`src/sv/ncsg_pkg.sv`:
```
// shared constants, tables and types of the ntsc composite sample generator
package ncsg_pkg;

    localparam int unsigned ACTIVE_WIDTH_DEF = 768;

    // raster geometry at four samples per subcarrier cycle
    localparam logic [9:0]  LINE_LAST    = 10'd909;
    localparam logic [9:0]  FRAME_LAST   = 10'd524;
    localparam logic [17:0] FIELD_LAST   = 18'd238874;
    localparam logic [17:0] FIELD_LEAD   = 18'd18342;
    localparam logic [8:0]  HALF_LAST    = 9'd454;
    localparam logic [17:0] VBLANK_END   = 18'd18200;
    localparam logic [17:0] VSYNC_END    = 18'd8190;
    localparam logic [17:0] SERR_START   = 18'd2730;
    localparam logic [17:0] SERR_END     = 18'd5460;

    localparam logic [7:0] CODE_BLANK = 8'd60;
    localparam logic [7:0] CODE_SYNC  = 8'd4;

    // 7.5 ire setup plus blanking, q16
    localparam logic signed [26:0] ACTIVE_OFFSET = 27'sd4653055;

    // rgb weights per subcarrier phase: y-i, y-q, y+i, y+q in q16
    localparam logic signed [16:0] WEIGHT_TAB [4][3] = '{
        '{-17'sd10196, 17'sd29601,  17'sd14956},
        '{ 17'sd3008,  17'sd38127, -17'sd6774},
        '{ 17'sd30744, 17'sd10740, -17'sd7122},
        '{ 17'sd17540, 17'sd2213,   17'sd14608}
    };

    localparam logic [7:0] FALL_TAB [3] = '{8'd58, 8'd41, 8'd17};
    localparam logic [7:0] RISE_TAB [3] = '{8'd6, 8'd23, 8'd47};

    // row 0 full burst, rows 1..5 rising envelope, rows 6..11 falling
    localparam logic [7:0] BURST_TAB [12][4] = '{
        '{8'd45, 8'd83, 8'd75, 8'd37},
        '{8'd59, 8'd62, 8'd61, 8'd58},
        '{8'd57, 8'd65, 8'd63, 8'd55},
        '{8'd54, 8'd69, 8'd66, 8'd51},
        '{8'd50, 8'd75, 8'd70, 8'd45},
        '{8'd47, 8'd80, 8'd73, 8'd40},
        '{8'd46, 8'd82, 8'd74, 8'd38},
        '{8'd48, 8'd78, 8'd72, 8'd42},
        '{8'd51, 8'd74, 8'd69, 8'd46},
        '{8'd55, 8'd68, 8'd65, 8'd52},
        '{8'd57, 8'd65, 8'd63, 8'd55},
        '{8'd59, 8'd61, 8'd61, 8'd59}
    };

    // raster position of one sample
    typedef struct packed {
        logic [9:0]  x;         // sample within line
        logic [9:0]  line;      // line within frame
        logic [17:0] in_field;  // sample within field, offset by field lead
        logic [8:0]  h;         // half-line position, shifted
        logic [1:0]  ph;        // subcarrier phase
    } t_timing;

endpackage

```
`src/sv/ntsc_composite_sample_generator.sv`:
```
// top level of the ntsc composite sample generator
//
// usage: one rgb request in gives one composite code out, four samples per
// subcarrier cycle, 910 samples per line, 525 interlaced lines, and a raster
// position that repeats every four fields (955500 requests).
// input channel: i_valid / o_ready with i_red, i_green, i_blue. the pixel is
// only looked at during active video; outside it the request still advances
// the raster and yields a sync, blanking or burst code.
// output channel: o_valid / i_ready with the composite code, a pixel_used
// flag and the bitmap column and row of the pixel taken.
// pipeline: an accepted request passes the input register, then the result
// register, where its result is offered. throughput: one request per clock
// while the output is not stalled, set by the combinational decode and three
// small multipliers between the two registers.
// reset: the raster restarts at sample 0 of line 0 of frame 0, both
// pipeline registers empty.
// stall: while i_ready is low the result holds; one more request is taken
// into the input register, after which o_ready drops until the result moves.
module ntsc_composite_sample_generator
    import ncsg_pkg::*;
#(
    parameter int unsigned ACTIVE_WIDTH = ACTIVE_WIDTH_DEF
) (
    input  logic       i_clk,
    input  logic       i_rst_n,
    input  logic       i_valid,
    output logic       o_ready,
    input  logic [7:0] i_red,
    input  logic [7:0] i_green,
    input  logic [7:0] i_blue,
    output logic       o_valid,
    input  logic       i_ready,
    output logic [7:0] o_composite_sample,
    output logic       o_pixel_used,
    output logic [9:0] o_pixel_column,
    output logic [9:0] o_pixel_row
);

    localparam logic [9:0] ACT_W = 10'(ACTIVE_WIDTH);

    // raster counters, one step per accepted request
    t_timing r_pos, n_pos;

    // input register
    logic       r_s1_valid;
    t_timing    r_s1_pos;
    logic [7:0] r_s1_red, r_s1_green, r_s1_blue;

    // result register
    logic       r_out_valid;
    logic [7:0] r_code;
    logic       r_used;
    logic [9:0] r_col, r_row;

    logic       in_fire, out_free, s1_move;
    logic [7:0] n_code;
    logic       n_used;
    logic [9:0] n_col, n_row;

    assign out_free = !r_out_valid || i_ready;
    assign s1_move  = r_s1_valid && out_free;
    assign o_ready  = !r_s1_valid || out_free;
    assign in_fire  = i_valid && o_ready;

    // all raster periods divide the four-field cycle, so each counter
    // wraps on its own and they stay aligned
    always_comb begin
        n_pos    = r_pos;
        n_pos.ph = r_pos.ph + 2'd1;
        if (r_pos.x == LINE_LAST) begin
            n_pos.x    = '0;
            n_pos.line = (r_pos.line == FRAME_LAST) ? '0 : r_pos.line + 10'd1;
        end else begin
            n_pos.x = r_pos.x + 10'd1;
        end
        n_pos.in_field = (r_pos.in_field == FIELD_LAST) ? '0 : r_pos.in_field + 18'd1;
        n_pos.h        = (r_pos.h == HALF_LAST) ? '0 : r_pos.h + 9'd1;
    end

    always_ff @(posedge i_clk) begin
        if (!i_rst_n) begin
            r_pos.x        <= '0;
            r_pos.line     <= '0;
            r_pos.in_field <= FIELD_LEAD;
            r_pos.h        <= '0;
            r_pos.ph       <= '0;
        end else if (in_fire) begin
            r_pos <= n_pos;
        end
    end

    always_ff @(posedge i_clk) begin
        if (!i_rst_n) begin
            r_s1_valid <= 1'b0;
        end else if (in_fire) begin
            r_s1_valid <= 1'b1;
        end else if (s1_move) begin
            r_s1_valid <= 1'b0;
        end
    end

    always_ff @(posedge i_clk) begin
        if (in_fire) begin
            r_s1_pos   <= r_pos;
            r_s1_red   <= i_red;
            r_s1_green <= i_green;
            r_s1_blue  <= i_blue;
        end
    end

    // decode and pixel mix between the two registers
    always_comb begin
        logic [9:0]         x;
        logic [8:0]         h;
        logic [1:0]         ph;
        logic [17:0]        fld;
        logic [9:0]         dx;
        logic [9:0]         lsub;
        logic [8:0]         dh;
        logic [3:0]         brow;
        logic [7:0]         line_code;
        logic [7:0]         vs_code;
        logic               vs_done;
        logic signed [25:0] p_r, p_g, p_b;
        logic signed [26:0] acc;

        x    = r_s1_pos.x;
        h    = r_s1_pos.h;
        ph   = r_s1_pos.ph;
        fld  = r_s1_pos.in_field;
        dx   = '0;
        dh   = '0;
        brow = '0;
        lsub = r_s1_pos.line - 10'd262;

        // horizontal blanking interval: front porch, sync, burst
        if (x <= 10'd782 || x >= 10'd900 || (x >= 10'd853 && x <= 10'd857)) begin
            line_code = CODE_BLANK;
        end else if (x >= 10'd786 && x <= 10'd849) begin
            line_code = CODE_SYNC;
        end else if (x >= 10'd863 && x <= 10'd893) begin
            line_code = BURST_TAB[0][ph];
        end else if (x <= 10'd785) begin
            dx        = x - 10'd783;
            line_code = FALL_TAB[dx[1:0]];
        end else if (x <= 10'd852) begin
            dx        = x - 10'd850;
            line_code = RISE_TAB[dx[1:0]];
        end else if (x <= 10'd862) begin
            // rising burst envelope
            dx        = x - 10'd857;
            brow      = dx[3:0];
            line_code = BURST_TAB[brow][ph];
        end else begin
            // falling burst envelope
            dx        = x - 10'd888;
            brow      = dx[3:0];
            line_code = BURST_TAB[brow][ph];
        end

        // vertical sync: equalizing pulses, serration inside the broad pulses
        vs_done = 1'b0;
        vs_code = CODE_BLANK;
        if (fld >= SERR_START && fld < SERR_END) begin
            if (h <= 9'd260 || h >= 9'd331) begin
                vs_code = CODE_SYNC;
                vs_done = 1'b1;
            end else if (h >= 9'd264 && h <= 9'd327) begin
                vs_code = CODE_BLANK;
                vs_done = 1'b1;
            end else if (h <= 9'd263) begin
                dh      = h - 9'd261;
                vs_code = RISE_TAB[dh[1:0]];
                vs_done = 1'b1;
            end
        end
        if (!vs_done) begin
            if (h <= 9'd327 || h >= 9'd364) begin
                vs_code = CODE_BLANK;
            end else if (h >= 9'd331 && h <= 9'd360) begin
                vs_code = CODE_SYNC;
            end else if (h >= 9'd361) begin
                dh      = h - 9'd361;
                vs_code = RISE_TAB[dh[1:0]];
            end else begin
                dh      = h - 9'd328;
                vs_code = FALL_TAB[dh[1:0]];
            end
        end

        // luma plus or minus chroma for this phase
        p_r = WEIGHT_TAB[ph][0] * $signed({1'b0, r_s1_red});
        p_g = WEIGHT_TAB[ph][1] * $signed({1'b0, r_s1_green});
        p_b = WEIGHT_TAB[ph][2] * $signed({1'b0, r_s1_blue});
        acc = ACTIVE_OFFSET + 27'(p_r) + 27'(p_g) + 27'(p_b);

        n_used = 1'b0;
        n_col  = '0;
        n_row  = '0;
        if (fld >= VBLANK_END) begin
            if (x < ACT_W) begin
                n_used = 1'b1;
                n_col  = x;
                if (acc[26]) begin
                    n_code = 8'd0;
                end else if (acc[25:24] != 2'd0) begin
                    n_code = 8'd255;
                end else begin
                    n_code = acc[23:16];
                end
                // odd field lines take odd rows, even field lines even rows
                if (r_s1_pos.line < 10'd245) begin
                    n_row = {r_s1_pos.line[8:0], 1'b1};
                end else if (r_s1_pos.line >= 10'd262) begin
                    n_row = {lsub[8:0], 1'b0};
                end
            end else begin
                n_code = line_code;
            end
        end else if (fld < VSYNC_END) begin
            n_code = vs_code;
        end else begin
            n_code = line_code;
        end
    end

    always_ff @(posedge i_clk) begin
        if (!i_rst_n) begin
            r_out_valid <= 1'b0;
        end else if (s1_move) begin
            r_out_valid <= 1'b1;
        end else if (i_ready) begin
            r_out_valid <= 1'b0;
        end
    end

    always_ff @(posedge i_clk) begin
        if (s1_move) begin
            r_code <= n_code;
            r_used <= n_used;
            r_col  <= n_col;
            r_row  <= n_row;
        end
    end

    assign o_valid            = r_out_valid;
    assign o_composite_sample = r_code;
    assign o_pixel_used       = r_used;
    assign o_pixel_column     = r_col;
    assign o_pixel_row        = r_row;

    // a used pixel lies inside the active width and the frame
    a_col_range: assert property (@(posedge i_clk) disable iff (!i_rst_n)
        o_valid && o_pixel_used |-> o_pixel_column < ACT_W && o_pixel_row <= 10'd524)
        else $error("pixel position out of range");

    // blanking samples carry no pixel position
    a_idle_pos: assert property (@(posedge i_clk) disable iff (!i_rst_n)
        o_valid && !o_pixel_used |-> o_pixel_column == 10'd0 && o_pixel_row == 10'd0)
        else $error("pixel position on a blanking sample");

    // a buffered request is not dropped while the result stalls
    a_hold_s1: assert property (@(posedge i_clk) disable iff (!i_rst_n)
        r_s1_valid && r_out_valid && !i_ready |=> r_s1_valid && r_out_valid)
        else $error("request lost during stall");

    // the raster's subcarrier phase steps by exactly one per accepted request
    a_step: assert property (@(posedge i_clk) disable iff (!i_rst_n)
        in_fire |=> r_pos.ph == $past(r_pos.ph) + 2'd1)
        else $error("raster phase did not advance");

endmodule

```
`config.mk`:
```
export PLATFORM = sky130hd
export DESIGN_NAME = ntsc_composite_sample_generator
export DESIGN_NICKNAME = d
export VERILOG_FILES = /design/src/sv/ncsg_pkg.sv /design/src/sv/ntsc_composite_sample_generator.sv
export SDC_FILE = /design/constraint.sdc
export NUM_CORES = 1
export LEC_CHECK = 0
export BUFFER_PORTS_ARGS = -buffer_cell sky130_fd_sc_hd__buf_2
export CAP_MARGIN = 5
export CORE_MARGIN = 3
export CORE_UTILIZATION = 35
export CTS_CLUSTER_DIAMETER = 50
export DETAILED_ROUTE_END_ITERATION = 10
export PLACE_DENSITY_LB_ADDON = 0.3
export SYNTH_ARGS = -nofsm -noshare
export SYNTH_HDL_FRONTEND = slang
export SYNTH_SLANG_ARGS = --single-unit
```
`constraint.sdc`:
```
create_clock -name i_clk -period 20.6 [get_ports i_clk]
set_clock_uncertainty 0.1 [all_clocks]
set_input_delay 1.03 -clock i_clk [delete_from_list [all_inputs] [get_ports i_clk]]
set_output_delay 1.03 -clock i_clk [all_outputs]
set_load 0.1 [all_outputs]
```
# Word level (Yosys, flattened, before mapping)
# Memory sizes are Yosys's and may differ from the RTL's.
# Index checks and enable logic that the tools add are counted.
[word_totals]
ff_bits = 153
mem_bits_ro = 1024
in_bits = 28
out_inout_bits = 31
word_cells = 172
mem_count = 2
[memory_table]
columns = ["name", "words", "word_bits", "rd", "rd_ports_with_merged_regs", "wr", "line_no", "text"]
rows = [
  ["(name not given)", 16, 32, 1, 0, 0, "ntsc_composite_sample_generator.sv:158", "line_code = BURST_TAB[brow][ph];"],
  ["(name not given)", 16, 32, 1, 0, 0, "ntsc_composite_sample_generator.sv:153", "line_code = BURST_TAB[brow][ph];"],
]
[op_classes]
addsub = 16
multipliers = 3
n_lt_le_gt_ge = 34
n_eq_ne = 4
muxes = 65
n_bitwise = 8
reduce_logical = 21
[ops]
columns = ["operator", "n"]
rows = [
  ["two-way mux 8 bit", 35],
  ["binary-select mux 8 bit (select 2 bit)", 8],
  ["two-way mux 32 bit", 4],
  ["binary-select mux 51 bit (select 2 bit)", 1],
  ["two-way mux 51 bit", 2],
  ["multiplier 17 x 9 -> 26 bit", 3],
  ["less-or-equal comparator 10 bit, second input constant", 7],
  ["adder 27 x 26 -> 27 bit", 2],
  ["greater-or-equal comparator 10 bit, second input constant", 4],
  ["two-way mux 10 bit", 4],
  ["greater-or-equal comparator 9 bit, second input constant", 4],
  ["less-or-equal comparator 9 bit, second input constant", 4],
  ["< comparator 18 x 13 -> 1 bit, second input constant", 2],
  ["adder 24 x 26 -> 27 bit, first input constant", 1],
  ["adder 10 x 1 -> 10 bit, second input constant", 2],
  ["== test 10 bit, second input constant", 2],
  ["adder 18 x 1 -> 18 bit, second input constant", 1],
  ["== test 18 bit, second input constant", 1],
  ["greater-or-equal comparator 18 x 12 -> 1 bit, second input constant", 1],
  ["greater-or-equal comparator 18 x 15 -> 1 bit, second input constant", 1],
  ["greater-or-equal comparator 3 bit, second input constant", 6],
  ["two-way mux 18 bit", 1],
  ["NOT 2 -> 3 bit", 6],
  ["greater-or-equal comparator 10 x 9 -> 1 bit, second input constant", 1],
  ["18 further kinds", 48],
]

# Logic depth before layout (Yosys ltp)
# Gate-level depths: netlist of the first run.
[depth]
ltp_word = 16
depth_mapped = 29
ltp_nobuf = 27

# Least setup slack after synthesis of the first run
# Ideal clock, no wire load.
[synth_timing]
path_kind = "register -> register"
start = "register r_s1_pos[0] (netlist name)"
end = "register r_code[4] (netlist: o_composite_sample[4]) (data pin)"
setup_time_ns = 0.257
arrival_ns = 7.707
required_ns = 20.243
setup_slack_ns = 12.536
path_stages_with_launch = 28
path_buffers = 3
synth_period_minus_slack_ns = 8.064
cell_sequence = "edfxtp_1 > inv_2 > buf_1 > ha_1 > buf_2 > clkbuf_1 > nand2_1 > inv_1 > fa_1 > inv_1 > fa_1 > fa_1 > inv_1 > ha_1 > fa_1 > fa_1 > inv_1 > fa_1 > inv_1 > ha_1 > a211oi_1 > o211ai_1 > a221oi_2 > o21ai_0 > a31oi_1 > nor2_1 > or3_1 > a32o_2"
[synth_between]
elab_chain_cells = 13
word_cells_on_any_way = 31
cone_classes = "add/sub: 3; mul: 3; mux: 23; bitwise: 1; reduce/logical: 1"
[synth_lines]
columns = ["item", "line_no", "text"]
rows = [
  ["start: declaration", "ntsc_composite_sample_generator.sv:46", "t_timing r_s1_pos;"],
  ["start signal: assignment", "ntsc_composite_sample_generator.sv:104", "r_s1_pos <= r_pos;"],
  ["NOT 2 -> 3 bit (not written as such) *", "--", ""],
  ["binary-select mux 51 bit (select 2 bit)", "ntsc_composite_sample_generator.sv:192, ntsc_composite_sample_generator.sv:193, ntsc_composite_sample_generator.sv:194", ""],
  ["two-way mux 51 bit (not written as such) (2 in a row)", "ntsc_composite_sample_generator.sv:194", "p_b = WEIGHT_TAB[ph][2] * $signed({1'b0, r_s1_blue});"],
  ["multiplier 17 x 9 -> 26 bit", "ntsc_composite_sample_generator.sv:192", "p_r = WEIGHT_TAB[ph][0] * $signed({1'b0, r_s1_red});"],
  ["adder 24 x 26 -> 27 bit", "ntsc_composite_sample_generator.sv:195", "acc = ACTIVE_OFFSET + 27'(p_r) + 27'(p_g) + 27'(p_b);"],
  ["adder 27 x 26 -> 27 bit (2 in a row)", "ntsc_composite_sample_generator.sv:195", ""],
  ["nonzero test 2 bit", "ntsc_composite_sample_generator.sv:206", "end else if (acc[25:24] != 2'd0) begin"],
  ["two-way mux 8 bit", "ntsc_composite_sample_generator.sv:206", ""],
  ["two-way mux 8 bit", "ntsc_composite_sample_generator.sv:204", "if (acc[26]) begin"],
  ["two-way mux 8 bit", "ntsc_composite_sample_generator.sv:201", "if (x < ACT_W) begin"],
  ["two-way mux 8 bit *", "ntsc_composite_sample_generator.sv:200", "if (fld >= VBLANK_END) begin"],
  ["via n_code[4]", "ntsc_composite_sample_generator.sv:56", "logic [7:0] n_code;"],
  ["end signal: assignment", "ntsc_composite_sample_generator.sv:239", "r_code <= n_code;"],
  ["end: declaration", "ntsc_composite_sample_generator.sv:51", "logic [7:0] r_code;"],
]
# The timed path passes the listed nets; every way through them passes the cells marked *. The select of a mux whose other input is x is not followed.
# A chain may end at the register's enable or synchronous reset.

# Worst setup path after layout of the first run
# Same ends and word-level chain as after synthesis.

==> metrics.yaml, run 1 <==
outcome: "finished, final reports clean"
die_y_um: 250
grt_usage: 0.179
worstSetupPathType: "reg2reg"
fmax_ghz: 0.104
worstPathArrival_ps: 9730
worst-path-max-fanout: 44
place_inst: 2929
synth-warning-count: 0
relSlewSlack: 0.353
top_layer: "met5"
cts.sinks: 152
num_rows: 88
clockRootBuffer: "clkbuf_16"
drt-wirelength-per-cell_um: 18.0
synth_edf_count: 101
met1_length_mm: 22.4
yosysUniqueCellTypes: 76
final_cells: 2961
drt-initial-drc-count: 940
viasPerCell: 4.94
die_w_um: 250
diodes: 0
cts.clk_slew.worst_paths_ps: 70
grt_start_max_net_pins: 52
start_kind: "flip-flop"
worstHoldPathType: "reg2reg"
dr.pass1.iters: 5
fillerInstances: 5746
numCtsBuffers: 17
cts_setup_buffers: 0
grt_pass1_vias: 15700
syn-cell-area_mm2: 0.0208
grt_pass1_wl_mm: 87.2
drive_gt1_frac: 0.0560
slew_violations: 0
nets: 2741
synthCells: 2149
gp_congestion: 0.953
worstPathRequired_ps: 20710
fin_crit_sh: 0.467
drc: 0
antenna_found_initial: 1
grt_setup_unrepaired: "no"
wl_met2_mm: 26.9
cap_viol_max_count: 0
ys_ff_latch: 152
clock_latency_ps: 460
ys_seq_area_frac: 0.195
ant_nets: 0
synth_largest_area_cell: "fa_1"
avgSynthCellArea_um2: 9.69
worst_pin_slew_ps: 964
initial_core_util: 0.358
core_mm2: 0.0582
cts_tree: "done"
period_needed_ps: 9620
dp_hpwl_mm: 44.4
finalHoldViolCount: 0
synthTopCellsByArea: "fa_1, edfxtp_1, inv_1"
io_pins: 59
synthToLayoutAreaGrowth_pct: 8.29
routed_wl_mm: 53.3
synthFlopType: "edfxtp_1"
synthDominantCellAreaShare: 0.361
numPortBuffers: 58
async_reset_ff_frac: 0
synthesis.nets: 2707
setup_viol_count_final: 0
via_count: 14600
h-tree-depth: 4
dieArea_mm2: 0.0625
hold_buffers: 0
met3WireLength_mm: 3.09
setup-tns-final_ps: 0
worst_setup_path_end_kind: "flip-flop"
clock_path_buffers: 2
overflow: 0
cts_resized: 0
synthesized netlist by cell type (all sizes together), types with 4 or more instances:
cell	instances
and2	49
a211o	5
nor3	28
nor4	13
a21oi	58
dfxtp	51
a21o	13
xor2	40
nand2b	36
o311ai	5
inv	575
mux2i	12
a21boi	4
o31ai	6
nor2b	32
a221oi	7
xnor2	31
clkbuf	39
nand4	21
buf	13
nand3	31
or2	7
and4	5
fa	376
a31oi	7
nand2	157
ha	154
o211ai	13
a211oi	18
nor2	108
o21a	4
o21ai	55
and3	16
or3	9
o2111ai	4
edfxtp	101
worst max-delay path: stages (launching register included):
cell,delay [ps]
edfxtp_1,360
buf_4,320
inv_2,550
ha_1,640
buf_4,310
nand2_1,120
inv_1,310
nor2_1,120
fa_1,490
inv_1,50
fa_1,510
fa_1,440
fa_1,550
fa_1,520
fa_1,540
inv_1,50
fa_1,530
inv_1,40
ha_1,340
nand4_1,120
o211ai_1,140
nor4_1,780
o21ai_0,330
a31oi_1,320
nor2_1,160
or3_1,370
a32o_2,270
metal layers:
layer | global-route usage | vias up
met5 | 0 | -
met4 | 0.0412 | 2
met3 | 0.0302 | 66
met2 | 0.311 | 416
met1 | 0.232 | 7401
li1 | - | 6736
state kept, by name, indices dropped and copies added, names as in the netlist:
signal / flops
o_composite_sample: 8
o_pixel_column: 10
o_pixel_row: 10
o_pixel_used: 1
o_valid: 1
r_pos: 49
r_s1_blue: 8
r_s1_green: 8
r_s1_pos: 48
r_s1_red: 8
r_s1_valid: 1
final timing paths:
check / endpoint / slack (ps) / depth (start not counted) / startpoint
worst max register to register: o_composite_sample[4] / 10980 / 26 / r_s1_pos[0]
worst max-delay path: o_composite_sample[4] / 10980 / 26 / r_s1_pos[0]
worst min-delay path: r_s1_pos[1] / 350 / 0 / r_pos[1]
worst min register to register: r_s1_pos[1] / 350 / 0 / r_pos[1]
kinds of logic (layout without fill, tap and decap cells):
kind of cell | count (synthesis) | count (layout) | share of synthesized area
muxes | 15 | 15 | 0.00901
AOI/OAI and AO/OA | 229 | 229 | 0.0734
DFF | 152 | 152 | 0.195
and+or+nand+nor | 523 | 523 | 0.125
xor gates and xnor gates | 71 | 71 | 0.0298
buffers and inverters | 629 | 676 | 0.115
adders and majority gates | 530 | 530 | 0.454
metrics by stage:
stage          utilization  setup WS [ps]  instance area [µm²]  hold WS (ps)
4_1_cts              0.387          11040                22600           358
2_1_floorplan            -          12540                20800           329
3_5_place_dp         0.377          11090                21900           342
3_3_place_gp         0.377          11190                21900           339
6_report             0.387          10980                22600           354
5_1_grt              0.387          10500                22600           388
cells in the final DEF (no fill, tap or decap), types with 4 or more instances in the layout:
cell / instances
o31ai_1: 5
or3_1: 9
a211oi_1: 18
nor3_1: 28
nand4_1: 21
buf_2: 58
nand2_1: 157
o2111ai_1: 4
nand3_1: 31
and4_1: 5
clkbuf_16: 18
and2_1: 49
o211ai_1: 13
edfxtp_1: 101
a31oi_1: 7
a211o_1: 5
o21a_1: 4
nor2_1: 105
and3_1: 16
a21boi_0: 4
mux2i_1: 12
xnor2_1: 31
a21oi_1: 57
o21ai_0: 49
nor4_1: 12
dfxtp_1: 51
ha_1: 154
or2_2: 6
buf_4: 9
fa_1: 376
nand2b_1: 36
o21ai_1: 6
nor2b_1: 31
xor2_1: 40
a21o_1: 13
inv_1: 574
a221oi_1: 5
final cells by class:
class                   instances  area, µm²  area share
inverters                     577       2170      0.0960
multi-input cells            1368      14400       0.639
flip-flops and latches        152       4050       0.180
clock buffers                  19        464      0.0206
repair buffers                 67        358      0.0159
well taps                     765        957      0.0424
clock inverters                13        155     0.00688
Power of run 1 is not shown: default switching activity piles up to over one toggle a cycle in this logic, so the estimate is an artifact.
==> run 2, diff against run 1 <==
--- a/config.mk
+++ b/config.mk
@@ -5,6 +5,7 @@
 export SDC_FILE = /design/constraint.sdc
 export NUM_CORES = 1
 export LEC_CHECK = 0
+export ABC_AREA = 1
 export BUFFER_PORTS_ARGS = -buffer_cell sky130_fd_sc_hd__buf_2
 export CAP_MARGIN = 5
 export CORE_MARGIN = 3
==> constraint.sdc (replaced) <==
create_clock -name i_clk -period 8.1 [get_ports i_clk]
set_clock_uncertainty 0.1 [all_clocks]
set_input_delay 0.405 -clock i_clk [delete_from_list [all_inputs] [get_ports i_clk]]
set_output_delay 0.405 -clock i_clk [all_outputs]
set_load 0.1 [all_outputs]
==> run 2 against run 1 <==
  * First-iteration DRC count grew 43%
  * Sequential share of layout area shrank 0.93 points
  * Worst setup slack lost 10000 ps
  * Register-to-register slack lost 10000 ps
  * Critical path type unchanged
  * Largest cell class unchanged
  * Highest routed layer is now met4
==> metrics.yaml, run 2 <==
drc: 0  # unchanged
place_inst: 3410  # +16%
numCtsBuffers: 17  # unchanged
grt_setup_unrepaired: "no"
cts.sinks: 152  # unchanged
num_rows: 90  # +2.3%
diodes: 0  # unchanged
grt_usage: 0.194  # +0.0157
clock_latency_ps: 500  # +40 ps
syn-cell-area_mm2: 0.0217  # +4.1%
synthCells: 2591  # +21%
final_cells: 3466  # +17%
startpoint: "r_s1_pos[1]"
worst-path-max-fanout: 28  # -36%
post-place-ws_ps: 437  # -10650 ps
worstSetupPathType: "reg2reg"
worst_r2r_path_depth: 29  # +12%
top_register: "r_pos"
synth-warning-count: 0  # unchanged
yosys-top-cells-count: "inv_1, nand2_1, fa_1"
fmax_ghz: 0.131  # +26%
outcome: "finished, final reports clean"
worstPathArrival_ps: 7750  # -1980 ps
synth.most_common_cell: "inv_1"
min_to: "r_pos[19]"
met3_usage: 0.0285  # -0.00177
fin_hold_ws_ps: 99.9  # -254 ps
worstPathRequired_ps: 8230  # -12480 ps
finalHoldViolCount: 0  # unchanged
synth_edf_count: 101  # unchanged
drt-initial-drc-count: 1347  # +43%
die_w_um: 255  # +2.0%
setup_viol_count_final: 0  # unchanged
worst_setup_path_end_kind: "flip-flop"
synthDominantCellAreaShare: 0.347  # -0.0143
cpMostUsedCell: "nand2_1"
clockRootBuffer: "clkbuf_16"
grt_pass1_wl_mm: 95.9  # +10%
synthesis.nets: 3149  # +16%
via_count: 16600  # +14%
final_cell_mix: "inv_1, nand2_1, fa_1"
ff2ff_setup_slack_ps: 480  # -10490 ps
routed_wl_mm: 59.8  # +12%
worstHoldPathType: "in2reg"
die_y_um: 255  # +2.0%
gp_congestion: 0.979  # +2.7%
largest_reg_flops: 49  # unchanged
dp_hpwl_mm: 51.1  # +15%
drt-wirelength-per-cell_um: 17.2  # -4.3%
synthToLayoutAreaGrowth_pct: 9.71
r2r_end: "o_composite_sample[1]"
io_pins: 59  # unchanged
ys_ff_latch: 152  # unchanged
overflow: 0  # unchanged
h-tree-depth: 4  # unchanged
relSlewSlack: 0.210  # -0.143
grt_use_met1: 0.245  # +0.0130
nets: 3229  # +18%
grt_start_max_net_pins: 57  # +9.6%
worst_pin_slew_ps: 1170  # +205 ps
avgSynthCellArea_um2: 8.37  # -14%
clock_path_buffers: 2  # unchanged
cts_setup_buffers: 0  # unchanged
cts.clk_slew.worst_paths_ps: 70  # about the same
viasPerCell: 4.80  # -2.8%
slowest_delay_ps: 560  # -220 ps
final_common_cell: "inv_1"
initial_core_util: 0.357  # -0.000978
numPortBuffers: 58  # unchanged
core_mm2: 0.0608  # +4.4%
min_path_cells: 2  # +2
antenna_found_initial: 0  # -1
setup-tns-final_ps: 0  # unchanged
crit_slowest_cell: "fa_1"
ant_nets: 0  # unchanged
start_kind: "flip-flop"
slew_violations: 0  # unchanged
drive_gt1_frac: 0.0618  # +0.00584
dr.pass1.iters: 6  # +1
synthTopCellsByArea: "fa_1, edfxtp_1, inv_1"
hp-start: "i_rst_n"
async_reset_ff_frac: 0  # unchanged
period_needed_ps: 7620  # -2010 ps
setup_ws_ps: 483  # -10490 ps
regToRegStartpoint: "r_s1_pos[1]"
cap_viol_max_count: 0  # unchanged
synthFlopType: "edfxtp_1"
dieArea_mm2: 0.0650  # +4.0%
yosysUniqueCellTypes: 64  # -16%
top_regs: "r_pos (49), r_s1_pos (48)"
fin_crit_sh: 0.940  # +0.473
grt_use_met2: 0.341  # +0.0299
cts_tree: "done"
synth_largest_area_cell: "fa_1"
top_usage_layer: "met2"
grt_pass1_vias: 17700  # +13%
ys_seq_area_frac: 0.187  # -0.00769
[run 2: changes by cell type in the layout (fill, tap and decap cells not counted), moves of 22 or more]
cell and delta:
nand3_1 +55, inv_1 +190, dlygate4sd3_1 +24, nor2b_1 -31
nor2_1 +77, and2_1 -48, nand2b_1 -36, xor2_1 -22
xnor2_1 -22, nand2_1 +309
[run 2: area by class of cell]
type	count	area, µm²
fillers	6149	37000
clock buffers	20	458
repair buffers	110	741
multi-input cells	1612	14500
clock inverters	12	119
flip-flops and latches	152	4050
inverters	778	2920
well taps	782	978
[run 2: metrics by stage]
step                       util  instance area (µm²)
after floorplan               -                21700
after global placement    0.378                23000
after detailed placement  0.378                23000
after CTS                 0.391                23800
after global routing      0.391                23800
final                     0.391                23800
[run 2: worst max-delay path by stage]
stage | end | slack [ps]
floorplan | o_composite_sample[6] | 430
global placement | o_composite_sample[3] | 490
detailed placement | o_composite_sample[5] | 440
CTS | o_composite_sample[5] | 410
global route | o_composite_sample[5] | 50
finish | o_composite_sample[1] | 480
[run 2: worst max-delay path: cells and delay by family (launching register included)]
kind,cells,cell delay (ps)
fa+ha+maj,9,4540
simple gates,11,940
buf+inv,6,850
compound gates,3,570
flops,1,350
[run 2: timing repair]
action | CTS | global route
endpoints found under the setup margin | 0 | 4
hold buffers | 24 | 0
resized for setup | 0 | 1
endpoints found under the hold margin | 24 | 0
[run 2: logic make-up after synthesis]
logic type | after synthesis | share of synthesized area
fa+ha+maj | 530 | 0.436
buf+inv | 827 | 0.144
mux | 1 | 0.000519
compound gates | 209 | 0.0560
flops | 152 | 0.187
simple gates | 844 | 0.164
xor+xnor | 28 | 0.0122
[run 2: layer usage]
metal,up-vias,part of all wire,wire length (µm)
met5,-,0,0
met4,0,0.028,1670
li1,7876,-,-
met2,414,0.50,30000
met3,67,0.047,2800
met1,8270,0.42,25300
Power of run 2 is left out for the same reason.
